--- src/rtl/mtp_pkg.sv ---
`timescale 1ns / 1ps

package mtp_pkg;

   // Token kinds that the front end hands to the back end.
   localparam logic [2:0] KIND_NONE  = 3'd0;
   localparam logic [2:0] KIND_SPACE = 3'd1;
   localparam logic [2:0] KIND_DIGIT = 3'd2;
   localparam logic [2:0] KIND_SEP   = 3'd3;
   localparam logic [2:0] KIND_BAD   = 3'd4;

   // Separator codes.
   localparam logic [1:0] SEP_NONE  = 2'd0;
   localparam logic [1:0] SEP_COLON = 2'd1;
   localparam logic [1:0] SEP_DASH  = 2'd2;
   localparam logic [1:0] SEP_DOT   = 2'd3;

   localparam logic [7:0] CHAR_COLON = 8'h3A;
   localparam logic [7:0] CHAR_DASH  = 8'h2D;
   localparam logic [7:0] CHAR_DOT   = 8'h2E;
   localparam logic [7:0] CHAR_TAB   = 8'h09;
   localparam logic [7:0] CHAR_CR    = 8'h0D;
   localparam logic [7:0] CHAR_SPACE = 8'h20;
   localparam logic [7:0] CHAR_NBSP  = 8'hA0;
   localparam logic [7:0] CHAR_ZERO  = 8'h30;
   localparam logic [7:0] CHAR_NINE  = 8'h39;
   localparam logic [7:0] CHAR_LOW_A = 8'h61;
   localparam logic [7:0] CHAR_LOW_F = 8'h66;
   localparam logic [7:0] CHAR_UP_A  = 8'h41;
   localparam logic [7:0] CHAR_UP_F  = 8'h46;

   // Digit and group length constants, all at the 5-bit counter width.
   localparam int         LEN_W          = 5;
   localparam logic [4:0] DIGITS_FULL    = 5'd16;
   localparam logic [4:0] DIGITS_SHORT   = 5'd12;
   localparam logic [4:0] GROUP_LEN_TWO  = 5'd2;
   localparam logic [4:0] GROUP_LEN_FOUR = 5'd4;
   localparam logic [4:0] GROUP_LEN_LONG = 5'd6;

   localparam logic [7:0] EUI_FILL_HI = 8'hFF;
   localparam logic [7:0] EUI_FILL_LO = 8'hFE;

   // Depth of the token queue between front and back; a power of two.
   localparam int QUEUE_DEPTH = 2;
   localparam int QPTR_W      = $clog2(QUEUE_DEPTH);
   localparam int QCNT_W      = $clog2(QUEUE_DEPTH + 1);

   typedef struct packed {
      logic [2:0] kind;
      logic [3:0] nibble;
      logic [1:0] sep;
      logic       last;
   } token_type;

   function automatic token_type classify(input logic [7:0] c, input logic no_char,
                                          input logic last);
      token_type t;
      t.kind   = KIND_BAD;
      t.nibble = 4'd0;
      t.sep    = SEP_NONE;
      t.last   = last;
      if (no_char) begin
         t.kind = KIND_NONE;
      end else if ((c >= CHAR_TAB && c <= CHAR_CR) || c == CHAR_SPACE || c == CHAR_NBSP) begin
         t.kind = KIND_SPACE;
      end else if (c >= CHAR_ZERO && c <= CHAR_NINE) begin
         t.kind   = KIND_DIGIT;
         t.nibble = c[3:0];
      end else if ((c >= CHAR_LOW_A && c <= CHAR_LOW_F) || (c >= CHAR_UP_A && c <= CHAR_UP_F)) begin
         // Both letter ranges start at an offset of one in the low nibble.
         t.kind   = KIND_DIGIT;
         t.nibble = c[3:0] + 4'd9;
      end else if (c == CHAR_COLON) begin
         t.kind = KIND_SEP;
         t.sep  = SEP_COLON;
      end else if (c == CHAR_DASH) begin
         t.kind = KIND_SEP;
         t.sep  = SEP_DASH;
      end else if (c == CHAR_DOT) begin
         t.kind = KIND_SEP;
         t.sep  = SEP_DOT;
      end
      return t;
   endfunction

endpackage

--- src/rtl/mtp_if.sv ---
`timescale 1ns / 1ps

interface mtp_req_if;
   logic       valid;
   logic       ready;
   logic [7:0] character;
   logic       is_last;
   logic       no_char;

   modport source (output valid, output character, output is_last, output no_char,
                   input ready);
   modport sink (input valid, input character, input is_last, input no_char,
                 output ready);
endinterface

interface mtp_rsp_if;
   logic        valid;
   logic        ready;
   logic        parse_error;
   logic [63:0] address;

   modport source (output valid, output parse_error, output address, input ready);
   modport sink (input valid, input parse_error, input address, output ready);
endinterface

--- src/rtl/mtp_front.sv ---
`timescale 1ns / 1ps

module mtp_front (
   mtp_req_if.sink             req,
   input  logic                queue_full,
   output logic                push,
   output mtp_pkg::token_type  push_token
);

   assign req.ready  = !queue_full;
   assign push       = req.valid && !queue_full;
   assign push_token = mtp_pkg::classify(req.character, req.no_char, req.is_last);

endmodule

--- src/rtl/mtp_queue.sv ---
`timescale 1ns / 1ps

module mtp_queue (
   input  logic                clock,
   input  logic                reset,
   input  logic                push,
   input  mtp_pkg::token_type  push_token,
   output logic                full,
   input  logic                pop,
   output logic                not_empty,
   output mtp_pkg::token_type  pop_token
);

   localparam int PW = mtp_pkg::QPTR_W;
   localparam int CW = mtp_pkg::QCNT_W;

   mtp_pkg::token_type entry_ff [mtp_pkg::QUEUE_DEPTH];
   logic [PW-1:0] wr_ptr_ff, wr_ptr_in;
   logic [PW-1:0] rd_ptr_ff, rd_ptr_in;
   logic [CW-1:0] count_ff, count_in;

   assign full      = count_ff == CW'(mtp_pkg::QUEUE_DEPTH);
   assign not_empty = count_ff != '0;
   assign pop_token = entry_ff[rd_ptr_ff];

   always_comb begin
      wr_ptr_in = push ? wr_ptr_ff + PW'(1) : wr_ptr_ff;
      rd_ptr_in = pop ? rd_ptr_ff + PW'(1) : rd_ptr_ff;
      count_in  = count_ff;
      if (push && !pop) begin
         count_in = count_ff + CW'(1);
      end else if (pop && !push) begin
         count_in = count_ff - CW'(1);
      end
   end

   always_ff @(posedge clock) begin
      if (reset) begin
         wr_ptr_ff <= '0;
         rd_ptr_ff <= '0;
         count_ff  <= '0;
      end else begin
         wr_ptr_ff <= wr_ptr_in;
         rd_ptr_ff <= rd_ptr_in;
         count_ff  <= count_in;
      end
   end

   always_ff @(posedge clock) begin
      if (push) begin
         entry_ff[wr_ptr_ff] <= push_token;
      end
   end

endmodule

--- src/rtl/mtp_back.sv ---
`timescale 1ns / 1ps

module mtp_back #(
   parameter int MAX_GROUPS = 16
) (
   input  logic                clock,
   input  logic                reset,
   input  logic                eight_byte_mode,
   input  logic                tok_valid,
   input  mtp_pkg::token_type  tok,
   output logic                pop,
   mtp_rsp_if.source           rsp
);

   localparam int GW = $clog2(MAX_GROUPS + 1);
   localparam logic [GW-1:0] GROUPS_MAX = GW'(MAX_GROUPS);
   localparam logic [GW-1:0] GROUPS_TWO = GW'(2);
   localparam int LW = mtp_pkg::LEN_W;

   logic [63:0]   shift_ff, shift_in;
   logic [LW-1:0] count_ff, count_in;
   logic [1:0]    sep_ff, sep_in;
   logic [GW-1:0] groups_ff, groups_in;
   logic [LW-1:0] cur_len_ff, cur_len_in;
   logic [LW-1:0] first_len_ff, first_len_in;
   logic          all_four_ff, all_four_in;
   logic          all_two_ff, all_two_in;
   logic          error_ff, error_in;
   logic          started_ff, started_in;
   logic          trailing_ff, trailing_in;

   logic          rsp_valid_ff, rsp_valid_in;
   logic          rsp_error_ff;
   logic [63:0]   rsp_addr_ff;

   logic          bad;
   logic          fin_four, fin_two;
   logic [LW-1:0] fin_first_len;
   logic [GW-1:0] fin_groups;
   logic [63:0]   fin_addr;

   // A last token needs the output register free; others always go.
   assign pop = tok_valid && (!tok.last || !rsp_valid_ff || rsp.ready);

   always_comb begin
      shift_in     = shift_ff;
      count_in     = count_ff;
      sep_in       = sep_ff;
      groups_in    = groups_ff;
      cur_len_in   = cur_len_ff;
      first_len_in = first_len_ff;
      all_four_in  = all_four_ff;
      all_two_in   = all_two_ff;
      error_in     = error_ff;
      started_in   = started_ff;
      trailing_in  = trailing_ff;

      if (tok.kind != mtp_pkg::KIND_NONE && !error_ff) begin
         if (tok.kind == mtp_pkg::KIND_SPACE) begin
            if (started_ff) begin
               trailing_in = 1'b1;
            end
         end else if (trailing_ff) begin
            error_in = 1'b1;
         end else begin
            started_in = 1'b1;
            case (tok.kind)
               mtp_pkg::KIND_DIGIT: begin
                  if (count_ff >= mtp_pkg::DIGITS_FULL) begin
                     error_in = 1'b1;
                  end else begin
                     shift_in   = {shift_ff[59:0], tok.nibble};
                     count_in   = count_ff + LW'(1);
                     cur_len_in = cur_len_ff + LW'(1);
                  end
               end
               mtp_pkg::KIND_SEP: begin
                  if (sep_ff != mtp_pkg::SEP_NONE && sep_ff != tok.sep) begin
                     error_in = 1'b1;
                  end else begin
                     sep_in = tok.sep;
                     if (groups_ff >= GROUPS_MAX) begin
                        error_in = 1'b1;
                     end else begin
                        if (groups_ff == '0) begin
                           first_len_in = cur_len_ff;
                        end
                        all_four_in = all_four_ff && cur_len_ff == mtp_pkg::GROUP_LEN_FOUR;
                        all_two_in  = all_two_ff && cur_len_ff == mtp_pkg::GROUP_LEN_TWO;
                        groups_in   = groups_ff + GW'(1);
                        cur_len_in  = '0;
                     end
                  end
               end
               default: begin
                  error_in = 1'b1;
               end
            endcase
         end
      end
   end

   // End of string: close the open group, check the whole shape and form the address.
   always_comb begin
      fin_four      = all_four_in && cur_len_in == mtp_pkg::GROUP_LEN_FOUR;
      fin_two       = all_two_in && cur_len_in == mtp_pkg::GROUP_LEN_TWO;
      fin_first_len = (groups_in == '0) ? cur_len_in : first_len_in;
      fin_groups    = groups_in + GW'(1);

      bad = error_in || groups_in >= GROUPS_MAX;
      if (eight_byte_mode) begin
         if (count_in != mtp_pkg::DIGITS_FULL && count_in != mtp_pkg::DIGITS_SHORT) begin
            bad = 1'b1;
         end
      end else if (count_in != mtp_pkg::DIGITS_SHORT) begin
         bad = 1'b1;
      end
      if (sep_in == mtp_pkg::SEP_DOT) begin
         if (!fin_four) begin
            bad = 1'b1;
         end
      end else if (sep_in != mtp_pkg::SEP_NONE) begin
         if (!fin_two && !(fin_groups == GROUPS_TWO
                           && fin_first_len == mtp_pkg::GROUP_LEN_LONG)) begin
            bad = 1'b1;
         end
      end

      if (bad) begin
         fin_addr = '0;
      end else if (eight_byte_mode && count_in == mtp_pkg::DIGITS_SHORT) begin
         fin_addr = {shift_in[47:24], mtp_pkg::EUI_FILL_HI, mtp_pkg::EUI_FILL_LO,
                     shift_in[23:0]};
      end else begin
         fin_addr = shift_in;
      end
   end

   always_comb begin
      rsp_valid_in = rsp_valid_ff && !rsp.ready;
      if (pop && tok.last) begin
         rsp_valid_in = 1'b1;
      end
   end

   always_ff @(posedge clock) begin
      if (reset || (pop && tok.last)) begin
         shift_ff     <= '0;
         count_ff     <= '0;
         sep_ff       <= mtp_pkg::SEP_NONE;
         groups_ff    <= '0;
         cur_len_ff   <= '0;
         first_len_ff <= '0;
         all_four_ff  <= 1'b1;
         all_two_ff   <= 1'b1;
         error_ff     <= 1'b0;
         started_ff   <= 1'b0;
         trailing_ff  <= 1'b0;
      end else if (pop) begin
         shift_ff     <= shift_in;
         count_ff     <= count_in;
         sep_ff       <= sep_in;
         groups_ff    <= groups_in;
         cur_len_ff   <= cur_len_in;
         first_len_ff <= first_len_in;
         all_four_ff  <= all_four_in;
         all_two_ff   <= all_two_in;
         error_ff     <= error_in;
         started_ff   <= started_in;
         trailing_ff  <= trailing_in;
      end
   end

   always_ff @(posedge clock) begin
      if (reset) begin
         rsp_valid_ff <= 1'b0;
      end else begin
         rsp_valid_ff <= rsp_valid_in;
      end
   end

   always_ff @(posedge clock) begin
      if (pop && tok.last) begin
         rsp_error_ff <= bad;
         rsp_addr_ff  <= fin_addr;
      end
   end

   assign rsp.valid       = rsp_valid_ff;
   assign rsp.parse_error = rsp_error_ff;
   assign rsp.address     = rsp_addr_ff;

endmodule

--- src/rtl/mac_address_text_parser.sv ---
`timescale 1ns / 1ps

// Channel    Dir  Handshake          Payload
// req_chan   in   valid / ready      character[7:0], is_last, no_char
// rsp_chan   out  valid / ready      parse_error, address[63:0]
// csr        in   csr_valid / ready  csr_eight_byte_mode
//
// One character is taken per cycle while the token queue is not full; a string's last token
// passes the queue and the output register; the back-end update on each pop sets the rate.
// Reset is synchronous and empties the token queue and the output register.
// A full output register stalls only the last token of a string; while it waits at the
// head of the two-entry queue, one more request is taken before ready drops.
module mac_address_text_parser #(
   parameter int MAX_GROUPS = 16
) (
   input  logic        clock,
   input  logic        reset,
   mtp_req_if.sink     req_chan,
   mtp_rsp_if.source   rsp_chan,
   input  logic        csr_valid,
   output logic        csr_ready,
   input  logic        csr_eight_byte_mode
);

   logic               mode_ff;
   logic               queue_full;
   logic               push;
   mtp_pkg::token_type push_token;
   logic               pop;
   logic               tok_valid;
   mtp_pkg::token_type tok;

   assign csr_ready = 1'b1;

   always_ff @(posedge clock) begin
      if (reset) begin
         mode_ff <= 1'b0;
      end else if (csr_valid) begin
         mode_ff <= csr_eight_byte_mode;
      end
   end

   mtp_front u_front (
      .req        (req_chan),
      .queue_full (queue_full),
      .push       (push),
      .push_token (push_token)
   );

   mtp_queue u_queue (
      .clock      (clock),
      .reset      (reset),
      .push       (push),
      .push_token (push_token),
      .full       (queue_full),
      .pop        (pop),
      .not_empty  (tok_valid),
      .pop_token  (tok)
   );

   mtp_back #(
      .MAX_GROUPS (MAX_GROUPS)
   ) u_back (
      .clock           (clock),
      .reset           (reset),
      .eight_byte_mode (mode_ff),
      .tok_valid       (tok_valid),
      .tok             (tok),
      .pop             (pop),
      .rsp             (rsp_chan)
   );

endmodule

--- src/flat_wrapper.sv ---
// flat-port wrapper written by rule: the top's interface ports become plain ports
module mac_address_text_parser_flat 
#(
   parameter int MAX_GROUPS = 16
)
  (clock, reset, csr_valid, csr_ready, csr_eight_byte_mode, req_chan_valid, req_chan_character, req_chan_is_last, req_chan_no_char, req_chan_ready, rsp_chan_valid, rsp_chan_parse_error, rsp_chan_address, rsp_chan_ready);
  mtp_req_if req_chan_i ();
  mtp_rsp_if rsp_chan_i ();
  input  logic clock;
  input  logic reset;
  input  logic csr_valid;
  output logic csr_ready;
  input  logic csr_eight_byte_mode;
  input wire logic [$bits(req_chan_i.valid)-1:0] req_chan_valid;
  input wire logic [$bits(req_chan_i.character)-1:0] req_chan_character;
  input wire logic [$bits(req_chan_i.is_last)-1:0] req_chan_is_last;
  input wire logic [$bits(req_chan_i.no_char)-1:0] req_chan_no_char;
  output wire logic [$bits(req_chan_i.ready)-1:0] req_chan_ready;
  output wire logic [$bits(rsp_chan_i.valid)-1:0] rsp_chan_valid;
  output wire logic [$bits(rsp_chan_i.parse_error)-1:0] rsp_chan_parse_error;
  output wire logic [$bits(rsp_chan_i.address)-1:0] rsp_chan_address;
  input wire logic [$bits(rsp_chan_i.ready)-1:0] rsp_chan_ready;
  assign req_chan_i.valid = req_chan_valid;
  assign req_chan_i.character = req_chan_character;
  assign req_chan_i.is_last = req_chan_is_last;
  assign req_chan_i.no_char = req_chan_no_char;
  assign req_chan_ready = req_chan_i.ready;
  assign rsp_chan_valid = rsp_chan_i.valid;
  assign rsp_chan_parse_error = rsp_chan_i.parse_error;
  assign rsp_chan_address = rsp_chan_i.address;
  assign rsp_chan_i.ready = rsp_chan_ready;
  mac_address_text_parser #(.MAX_GROUPS(MAX_GROUPS)) u_core (.clock(clock), .reset(reset), .req_chan(req_chan_i), .rsp_chan(rsp_chan_i), .csr_valid(csr_valid), .csr_ready(csr_ready), .csr_eight_byte_mode(csr_eight_byte_mode));
endmodule
--- config.mk ---
export PLATFORM = sky130hd
export DESIGN_NAME = mac_address_text_parser_flat
export DESIGN_NICKNAME = d
export VERILOG_FILES = /design/src/rtl/mtp_pkg.sv /design/src/rtl/mtp_if.sv /design/src/rtl/mtp_front.sv /design/src/rtl/mtp_queue.sv /design/src/rtl/mtp_back.sv /design/src/rtl/mac_address_text_parser.sv /design/src/flat_wrapper.sv
export SDC_FILE = /design/constraint.sdc
export NUM_CORES = 1
export LEC_CHECK = 0
export BUFFER_PORTS_ARGS = -buffer_cell sky130_fd_sc_hd__clkbuf_2
export CAP_MARGIN = 40
export CELL_PAD_IN_SITES_DETAIL_PLACEMENT = 2
export CELL_PAD_IN_SITES_GLOBAL_PLACEMENT = 2
export CORE_MARGIN = 5
export CORE_UTILIZATION = 39
export DETAILED_ROUTE_END_ITERATION = 10
export PLACE_DENSITY = 0.87
export SYNTH_ARGS = -nofsm -noshare
export SYNTH_HDL_FRONTEND = slang
export SYNTH_SLANG_ARGS = --single-unit
--- constraint.sdc ---
create_clock -name clock -period 6.49 [get_ports clock]
set_input_delay 0.649 -clock clock [delete_from_list [all_inputs] [get_ports clock]]
set_output_delay 0.649 -clock clock [all_outputs]
set_load 0.005 [all_outputs]
==> results of run 1 <==
==> worst reg2reg max path, stage by stage (launching register included) <==
cell and delay [ns]:
dfxtp_1 0.61, nor4bb_1 0.76, o21ai_0 0.22, o21ai_0 0.44
a211o_1 0.64, or2_4 0.66, mux2_2 0.42, a211oi_1 0.27
==> per-stage QoR <==
step           utilization [%]  cell area (sq um)  std cells  power (mW)  worst slack [ns]
6_report                  45.0              10800       1331        3.79              2.27
2_1_floorplan                -               9430        952        2.24             0.836
3_3_place_gp              41.7              10000       1291        2.58              2.18
3_5_place_dp              42.4              10200       1298        2.69              2.45
4_1_cts                   45.0              10800       1330        3.81              2.26
5_1_grt                   45.0              10800       1331        3.96              2.07
==> kinds of logic (layout without fill, tap and decap cells) <==
family,after synthesis,after routing
mux,61,61
compound gates,220,220
buf+inv,92,147
xor+xnor,17,17
fa+ha+maj,13,13
flops,183,183
other cells,1,1
simple gates,365,365
==> sequential cells by signal, indices dropped and copies added, names as in the netlist, 5 cells and up, named ones only <==
name and count:
u_core.u_back.count_ff 5, u_core.u_back.cur_len_ff 5, u_core.u_back.first_len_ff 5, u_core.u_back.groups_ff 5
u_core.u_back.rsp.address 64, u_core.u_back.shift_ff 64, u_core.u_queue.entry_ff 20
==> cell type report <==
| cell class | count | share of cell area (%) |
|---|---|---|
| sequential | 183 | 41.7 |
| inverter | 16 | 0.555 |
| multi-input combinational | 677 | 42.2 |
| clock inverter | 13 | 1.40 |
| clock buffer | 19 | 4.29 |
| timing repair buffer | 99 | 6.13 |
| tap | 324 | 3.75 |
==> final timing paths <==
check	start	depth (start not counted)	end	slack, ns
max	flop	7	u_core.u_back.rsp.address[45]	2.27
min	req_chan_is_last	1	u_core.u_queue.entry_ff[1][0]	0.41
max reg2reg	flop	7	u_core.u_back.rsp.address[45]	2.27
min reg2reg	u_core.u_back.all_two_ff	2	u_core.u_back.all_two_ff	0.47
==> cells in the final DEF, fill, tap and decap left out, drive strengths merged, types with 17 or more instances in the layout <==
| cell type | instances |
|---|---|
| buf | 17 |
| mux2i | 44 |
| inv | 23 |
| dfxtp | 98 |
| nor2 | 81 |
| a21oi | 75 |
| edfxtp | 85 |
| clkbuf | 101 |
| a211oi | 55 |
| a221oi | 37 |
| mux2 | 17 |
| nand2 | 191 |
==> per-layer routing <==
| metal | vias up | track usage [%] | part of all wire (%) |
|---|---|---|---|
| met2 | 198 | 42.3 | 52 |
| met5 | - | 0 | 0 |
| met3 | 54 | 3.30 | 4.0 |
| met1 | 3923 | 28.6 | 41 |
| met4 | 0 | 9.82 | 3.0 |
| li1 | 3520 | - | - |
==> power by group through the flow <==
stage / Clock (mW) / Combinational (mW) / Sequential [mW]
finish: 1.09 / 1.15 / 1.55
global route: 1.15 / 1.25 / 1.57
CTS: 1.10 / 1.16 / 1.55
detailed placement: 0 / 1.12 / 1.57
global placement: 0 / 1.01 / 1.57
floorplan: 0 / 0.698 / 1.54
==> impl_metrics.csv, run 1 <==
group,metric,value,unit
worst_setup_path,critPathKind,"reg2reg",
worst_setup_path,crit_path_end_kind,"flop",
power_and_ir_drop,seqPwrFrac,40.9,%
route,postRouteAntennaNets,0,
worst_setup_path,start_kind,"flop",
clock_tree,post_cts_buffers,0,
route,routedWlPerCell,23.8,um
flow_run,drv_cap,0,
power_and_ir_drop,combPwrFrac,30.4,%
sta,slew_viol_final,0,
synth,syn_inst,952,
synth,synthMuxAreaShare,7.56,%
synth,synth-edff-count,85,
synth,synth_compound_area_share,19.1,%
sta,final.min_clock_period,4.22,ns
global_route,antenna_found_initial,0,
synth,synth-seq-cells,183,
synth,synth_top_flop_cell,"dfxtp_1",
floorplanning,die_w,166,um
synth,synth.cell_area,9430,sq um
clock_tree,clockBufferDepth,2,
sta,hold_violations,0,
synth,synthTopCellsByArea,"edfxtp_1 (27%), dfxtp_1 (21%), nand2_1 (7.6%)",
synth,ys_types,68,
floorplanning,ios,84,
sta,min_period_over_period,65.0,%
power_and_ir_drop,peakVddDrop,0.000245,V
power_and_ir_drop,p_sw,1.45,mW
sta,setup_tns,0,ns
sta,rsz0062_at_grt,"false",
synth,ys_warn_count,0,
power_and_ir_drop,p_leak,3.65,nW
placed_design,gp_congestion,0.852,
worst_setup_path,critPathRequiredTime,6.73,ns
power_and_ir_drop,p_clk_share,28.7,%
final_layout,n_antenna_cell,0,
synth,synth_top_family_by_area,"compound AO/OA/AOI/OAI gates",
global_route,overflow,0,
floorplanning,row_count,57,
sta,worst_slew_pin_slew,0.932,ns
clock_tree,postCtsHoldBufs,0,
synth,synthAdderAreaFrac,1.72,%
floorplanning,die_area,27400,sq um
synth,yosysTopAreaCell,"edfxtp_1",
floorplanning,core_area,24000,sq um
final_layout,nets,1023,
worst_setup_path,worstPathArrival,4.46,ns
clock_tree,clk_latency,0.46,ns
placed_design,dp_hpwl,19.9,mm
final_layout,fill_cells,2536,
route,via_count,7695,
global_route,grt_use_total,23.7,%
outcome,status,"complete, no violations",
final_layout,multi_input_area,4560,sq um
synth,synth-simple-area-share,17.6,%
synth,yosys.area.top_type_share,27.1,%
clock_tree,numCtsBuffers,17,
route,wirelength,31.7,mm
route,drc_errors,0,
clock_tree,post_cts_resized,0,
worst_setup_path,slowest_delay,0.76,ns
hold_path,hp-class,"in2reg",
placed_design,place.port_buffers,82,
worst_setup_path,cp_cell_sequence,"nor4bb_1 > o21ai_0 > o21ai_0 > a211o_1 > or2_4 > mux2_2 > a211oi_1",
clock_tree,cts_root_buf,"clkbuf_16",
synth,synth.top_cells.by_count,"nand2_1 (191), dfxtp_1 (98), edfxtp_1 (85)",
worst_setup_path,cp_num_buf_inv,0,
power_and_ir_drop,internal_power,2.34,mW
synth,syn_area_per_cell,9.91,sq um
clock_tree,cts_tree,"yes",
route,drt_iter0_markers,482,
power_and_ir_drop,switching_share,38.2,%
worst_setup_path,critical_path.slowest_cell,"nor4bb_1",
worst_setup_path,crit_family,"compound AO/OA/AOI/OAI gates",
synth,async_flop_share,0,%
sta,clock_skew,0.0204,ns
clock_tree,htreeDepth,4,
global_route,grt_pass1_vias,8557,
global_route,grt_pass1_wl,50.1,mm
clock_tree,path_clk_slew,0.08,ns
final_layout,drive_above_1_share,21.9,%
synth,synth_most_common_cell,"nand2_1",
floorplanning,die_h,166,um
route,drt-pass1-iter-count,4,
worst_setup_path,crit_fanout,30,
sta,whs,0.410,ns
global_route,grt_max_degree,66,
clock_tree,cts.sinks,183,
sta,slew_headroom,37.0,%
synth,synthXorXnorAreaFrac,1.58,%
route,routed_via_density,5.78,
worst_setup_path,crit_top_cell,"o21ai_0",
final_layout,regArea,4510,sq um
synth,synth_nets,981,
synth,yosysSeqAreaShare,47.9,%
sta,fmax,0.237,GHz
sta,setup-violations-final,0,
final_layout,area_growth,14.7,%
power_and_ir_drop,powerDensity,350,nW/um^2
floorplanning,start_util,39.3,%
Power figures use the tool's default switching activity.
==> run 2: changes to the inputs <==
--- a/config.mk
+++ b/config.mk
@@ -10,9 +10,9 @@
 export CELL_PAD_IN_SITES_DETAIL_PLACEMENT = 2
 export CELL_PAD_IN_SITES_GLOBAL_PLACEMENT = 2
 export CORE_MARGIN = 5
-export CORE_UTILIZATION = 39
+export CORE_UTILIZATION = 35
 export DETAILED_ROUTE_END_ITERATION = 10
-export PLACE_DENSITY = 0.87
+export PLACE_DENSITY = 0.83
 export SYNTH_ARGS = -nofsm -noshare
 export SYNTH_HDL_FRONTEND = slang
 export SYNTH_SLANG_ARGS = --single-unit
==> constraint.sdc (replaced) <==
create_clock -name clock -period 3.55 [get_ports clock]
set_input_delay 0.355 -clock clock [delete_from_list [all_inputs] [get_ports clock]]
set_output_delay 0.355 -clock clock [all_outputs]
set_load 0.005 [all_outputs]
==> run 2 against run 1 <==
- largest cell class unchanged
- sequential power grew 81%
- via count is 0.29% lower
- worst hold slack worse by 0.30 ns
- flip-flop and latch count unchanged
- critical endpoint is now u_core.u_back.rsp.address[24]
==> impl_metrics.csv, run 2 (same netlist as run 1, synthesis figures left out) <==
group,metric,value,unit
outcome,status,"complete, no violations",
route,routedWlPerCell,22.6,um
power_and_ir_drop,p_sw,2.68,mW
floorplanning,ios,84,
placed_design,gp_congestion,0.822,
floorplanning,die_area,30300,sq um
worst_setup_path,crit_path_end_kind,"flop",
sta,hold_violations,0,
hold_path,hold_end,"u_core.u_queue.entry_ff[1][0]",
clock_tree,numCtsBuffers,17,
placed_design,place_area,10300,sq um
sta,worst_slew_pin_slew,0.668,ns
power_and_ir_drop,total_power,6.93,mW
worst_setup_path,worstPathArrival,3.67,ns
sta,min_period_over_period,96.8,%
clock_tree,cts_tree,"yes",
final_layout,drive_above_1_share,24.0,%
worst_setup_path,r2r_setup_slack,0.11,ns
sta,setup_ws,0.114,ns
worst_setup_path,cp_cell_sequence,"buf_12 > mux2_4 > or4_4 > or3_1 > a211oi_1 > o2111ai_4 > buf_12 > a2111oi_2",
route,drc_errors,0,
route,wirelength,30.9,mm
worst_setup_path,crit_top_cell,"buf_12",
final_layout,n_antenna_cell,0,
worst_setup_path,critPathRequiredTime,3.79,ns
route,postRouteAntennaNets,0,
final_layout,final_cell_mix,"nand2_1 (191), dfxtp_1 (97), edfxtp_1 (85)",
floorplanning,core_area,26700,sq um
power_and_ir_drop,p_clk_share,28.1,%
clock_tree,cts_root_buf,"clkbuf_16",
sta,slew_viol_final,0,
route,via_count,7673,
flow_run,drv_cap,0,
final_layout,final_core_util,41.1,%
power_and_ir_drop,powerDensity,631,nW/um^2
sta,final.min_clock_period,3.44,ns
clock_tree,postCtsHoldBufs,0,
sta,slew_headroom,55.5,%
clock_tree,path_clk_slew,0.08,ns
global_route,grt_pass1_vias,8336,
sta,setup-violations-final,0,
placed_design,post-place-ws,0.0711,ns
clock_tree,clockBufferDepth,2,
floorplanning,start_util,35.3,%
hold_path,hp-start,"req_chan_is_last",
placed_design,dp_hpwl,20.1,mm
route,drt-pass1-iter-count,4,
global_route,grt_max_degree,68,
global_route,antenna_found_initial,0,
sta,clock_skew,0.0148,ns
power_and_ir_drop,combPwrFrac,31.3,%
worst_setup_path,start_kind,"flop",
floorplanning,die_w,174,um
route,drt_iter0_markers,509,
sta,fmax,0.291,GHz
hold_path,hp-class,"in2reg",
final_layout,nets,1043,
worst_setup_path,r2r_end,"u_core.u_back.rsp.address[24]",
placed_design,place.port_buffers,82,
power_and_ir_drop,peakVddDrop,0.000395,V
global_route,grt_use_total,19.8,%
power_and_ir_drop,internal_power,4.25,mW
worst_setup_path,critical_path.slowest_cell,"or4_4",
clock_tree,clk_latency,0.46,ns
worst_setup_path,critPathKind,"reg2reg",
clock_tree,htreeDepth,4,
route,routed_via_density,5.61,
power_and_ir_drop,switching_share,38.7,%
floorplanning,row_count,60,
final_layout,stdcell_area,11000,sq um
global_route,overflow,0,
worst_setup_path,slowest_delay,0.50,ns
worst_setup_path,r2r.worst_path.cells,8,
global_route,grt_pass1_wl,48.1,mm
worst_setup_path,crit_fanout,65,
final_layout,regArea,4520,sq um
power_and_ir_drop,seqPwrFrac,40.6,%
final_layout,area_growth,16.3,%
final_layout,multi_input_area,4600,sq um
final_layout,final_common_cell,"nand2_1",
sta,setup_tns,0,ns
final_layout,fill_cells,2821,
hold_path,hold_depth,1,
clock_tree,cts.sinks,183,
power_and_ir_drop,p_leak,3.72,nW
floorplanning,die_h,174,um
run 2: worst max-delay path: cells and delay by family, from the launching register on:
| family | cells | cell delay (ns) |
|---|---|---|
| flops | 1 | 0.45 |
| mux | 1 | 0.35 |
| simple gates | 2 | 0.87 |
| buf+inv | 2 | 0.46 |
| compound gates | 3 | 1.03 |
run 2: what timing repair did:
action,in CTS,in global routing
gates cloned,0,2
setup endpoints to repair,14,22
resized for setup,2,3
setup buffers,0,4
pin swaps,0,1
run 2: metal layers:
layer	up-vias	track usage [%]	part of all wire (%)
li1	3564	-	-
met1	3890	24.5	43
met2	174	35.2	51
met3	45	3.61	3.3
met4	0	5.61	2.6
met5	-	0	0
run 2: final cells by class:
class | instances | area share [%]
Clock buffer | 17 | 3.88
Clock inverter | 15 | 1.45
Inverter | 16 | 0.547
Multi-Input combinational cell | 679 | 41.9
Sequential cell | 183 | 41.1
Tap cell | 341 | 3.89
Timing Repair Buffer | 117 | 7.16
run 2: power groups by stage:
stage          combinational (mW)  clock (mW)  sequential [mW]
2_1_floorplan                1.30           0             2.79
3_3_place_gp                 2.02           0             2.83
3_5_place_dp                 2.11           0             2.86
4_1_cts                      2.14        1.97             2.82
5_1_grt                      2.33        2.06             2.85
6_report                     2.17        1.95             2.81
run 2: how the worst max path moves through the flow:
stage,startpoint,cells after the start,endpoint,slack (ns)
global route,flop,9,u_core.u_back.rsp.address[24],-0.01
finish,flop,8,u_core.u_back.rsp.address[24],0.11
CTS,flop,8,u_core.u_back.rsp.address[30],0.08
global placement,flop,9,u_core.u_back.rsp.address[53],0.16
detailed placement,flop,8,u_core.u_back.rsp.address[24],0.07
floorplan,flop,12,u_core.u_back.count_ff[0],0.007
run 2: per-stage QoR:
stage	hold WS, ns	cells
floorplan	0.435	952
global placement	0.441	1329
detailed placement	0.462	1329
CTS	0.105	1361
global route	0.102	1368
finish	0.112	1368
==> run 3: changes to the inputs <==
--- a/config.mk
+++ b/config.mk
@@ -12,7 +12,9 @@
 export CORE_MARGIN = 5
 export CORE_UTILIZATION = 35
 export DETAILED_ROUTE_END_ITERATION = 10
+export MAX_ROUTING_LAYER = met4
 export PLACE_DENSITY = 0.83
+export RECOVER_POWER = 50
 export SYNTH_ARGS = -nofsm -noshare
 export SYNTH_HDL_FRONTEND = slang
 export SYNTH_SLANG_ARGS = --single-unit
==> run 3 against run 2 <==
- cell count did not move
- global-route usage increased by 0.58 points
- setup slack worse by 0.0049 ns
- worst hold slack improved by 0.032 ns
- cell area shrank 0.81%
- clock skew is 0.0012 ns higher
- sequential power is essentially flat
- critical path type unchanged
==> impl_metrics.csv, run 3 (same netlist as run 1, synthesis figures left out) <==
group,metric,value,unit
outcome,status,"complete, no violations",
placed_design,gp_congestion,0.837,
global_route,grt_use_total,20.4,%
power_and_ir_drop,switching_share,38.8,%
hold_path,hold_end,"u_core.u_queue.entry_ff[1][0]",
final_layout,final_common_cell,"nand2_1",
clock_tree,postCtsHoldBufs,0,
sta,setup-violations-final,0,
floorplanning,die_h,174,um
power_and_ir_drop,internal_power,4.20,mW
worst_setup_path,r2r_end,"u_core.u_back.rsp.address[24]",
sta,clock_skew,0.0160,ns
hold_path,hp-class,"in2reg",
final_layout,drive_above_1_share,18.7,%
worst_setup_path,r2r.worst_path.cells,8,
hold_path,hp-start,"req_chan_is_last",
power_and_ir_drop,p_sw,2.66,mW
clock_tree,clk_latency,0.46,ns
worst_setup_path,critPathRequiredTime,3.78,ns
clock_tree,cts_tree,"yes",
worst_setup_path,start_kind,"flop",
route,via_count,7694,
global_route,overflow,0,
placed_design,dp_hpwl,20.1,mm
sta,final.min_clock_period,3.44,ns
final_layout,area_growth,15.4,%
clock_tree,clockBufferDepth,2,
clock_tree,htreeDepth,4,
route,wirelength,30.7,mm
route,postRouteAntennaNets,0,
floorplanning,die_w,174,um
placed_design,post-place-ws,0.0711,ns
placed_design,dpl.cell_count,1329,
final_layout,regArea,4520,sq um
sta,hold_violations,0,
clock_tree,numCtsBuffers,17,
sta,whs,0.144,ns
hold_path,hold_depth,1,
worst_setup_path,crit_fanout,65,
power_and_ir_drop,total_power,6.86,mW
final_layout,n_antenna_cell,0,
power_and_ir_drop,combPwrFrac,30.7,%
global_route,grt_pass1_vias,8314,
route,drt-pass1-iter-count,4,
sta,slew_headroom,10.3,%
floorplanning,row_count,60,
sta,rsz0062_at_grt,"false",
placed_design,place.port_buffers,82,
worst_setup_path,r2r_setup_slack,0.11,ns
route,drc_errors,0,
final_layout,final_cell_mix,"nand2_1 (191), dfxtp_1 (97), edfxtp_1 (85)",
floorplanning,start_util,35.3,%
floorplanning,die_area,30300,sq um
sta,setup_ws,0.110,ns
floorplanning,ios,84,
sta,worst_slew_pin_slew,1.35,ns
final_layout,final_cells,1368,
route,drt_iter0_markers,555,
final_layout,nets,1043,
clock_tree,cts.sinks,183,
final_layout,fill_cells,2856,
power_and_ir_drop,seqPwrFrac,41.1,%
clock_tree,path_clk_slew,0.08,ns
final_layout,multi_input_area,4600,sq um
power_and_ir_drop,p_clk_share,28.2,%
sta,min_period_over_period,96.9,%
worst_setup_path,critPathKind,"reg2reg",
route,routedWlPerCell,22.5,um
global_route,antenna_found_initial,0,
global_route,grt_pass1_wl,48.1,mm
global_route,grt_max_degree,68,
power_and_ir_drop,p_leak,3.56,nW
power_and_ir_drop,powerDensity,630,nW/um^2
worst_setup_path,crit_path_end_kind,"flop",
floorplanning,core_area,26700,sq um
sta,fmax,0.291,GHz
power_and_ir_drop,peakVddDrop,0.000371,V
route,routed_via_density,5.62,
flow_run,drv_cap,0,
worst_setup_path,worstPathArrival,3.67,ns
sta,slew_viol_final,0,
sta,setup_tns,0,ns
clock_tree,cts_root_buf,"clkbuf_16",
[run 3: what timing repair did]
item | 4_1_cts | 5_1_grt
gates cloned | 0 | 2
setup endpoints to repair | 14 | 22
pin swaps | 0 | 1
hold endpoints to repair | 0 | 0
setup buffers | 0 | 4
resized for setup | 2 | 4
[run 3: how the worst max path moves through the flow]
stage,slack [ns],to
after floorplan,0.007,u_core.u_back.count_ff[0]
after global placement,0.16,u_core.u_back.rsp.address[53]
after detailed placement,0.07,u_core.u_back.rsp.address[24]
after CTS,0.08,u_core.u_back.rsp.address[30]
after global routing,0.007,u_core.u_back.rsp.address[24]
final,0.11,u_core.u_back.rsp.address[24]
[run 3: layer usage]
metal  global-route usage, %  vias to the layer above  wire length [um]  part of all wire, %
met1                    24.7                     3915             13200                   43
met5                       -                        -                 0                    0
met4                    5.91                        0               725                  2.4
met3                    3.24                       46              1020                  3.3
li1                        -                     3569                 -                    -
met2                    35.2                      164             15800                   51
[run 3: layout make-up]
| class | count | share of cell area (%) |
|---|---|---|
| well taps | 341 | 3.92 |
| flip-flops and latches | 183 | 41.5 |
| clock inverters | 15 | 1.46 |
| clock buffers | 17 | 3.91 |
| repair buffers | 117 | 6.46 |
| multi-input cells | 679 | 42.2 |
| inverters | 16 | 0.552 |
[run 3: worst max-delay path: stages (launching register included)]
cell       delay, ns
dfxtp_2         0.45
buf_12          0.19
mux2_4          0.34
or4_4           0.50
or3_1           0.37
a211oi_1        0.43
o2111ai_4       0.16
buf_12          0.26
a2111oi_2       0.45
[run 3: metrics by stage]
| stage | instance area (sq um) | utilization [%] |
|---|---|---|
| after floorplan | 9450 | - |
| after global placement | 10300 | 38.6 |
| after detailed placement | 10300 | 38.6 |
| after CTS | 10900 | 40.8 |
| after global routing | 10900 | 40.7 |
| final | 10900 | 40.7 |
[run 3: power groups by stage]
stage	Sequential (mW)	Combinational (mW)	Clock, mW
6_report	2.82	2.10	1.93
5_1_grt	2.86	2.27	2.05
4_1_cts	2.82	2.14	1.97
3_5_place_dp	2.86	2.11	0
3_3_place_gp	2.83	2.02	0
2_1_floorplan	2.79	1.30	0
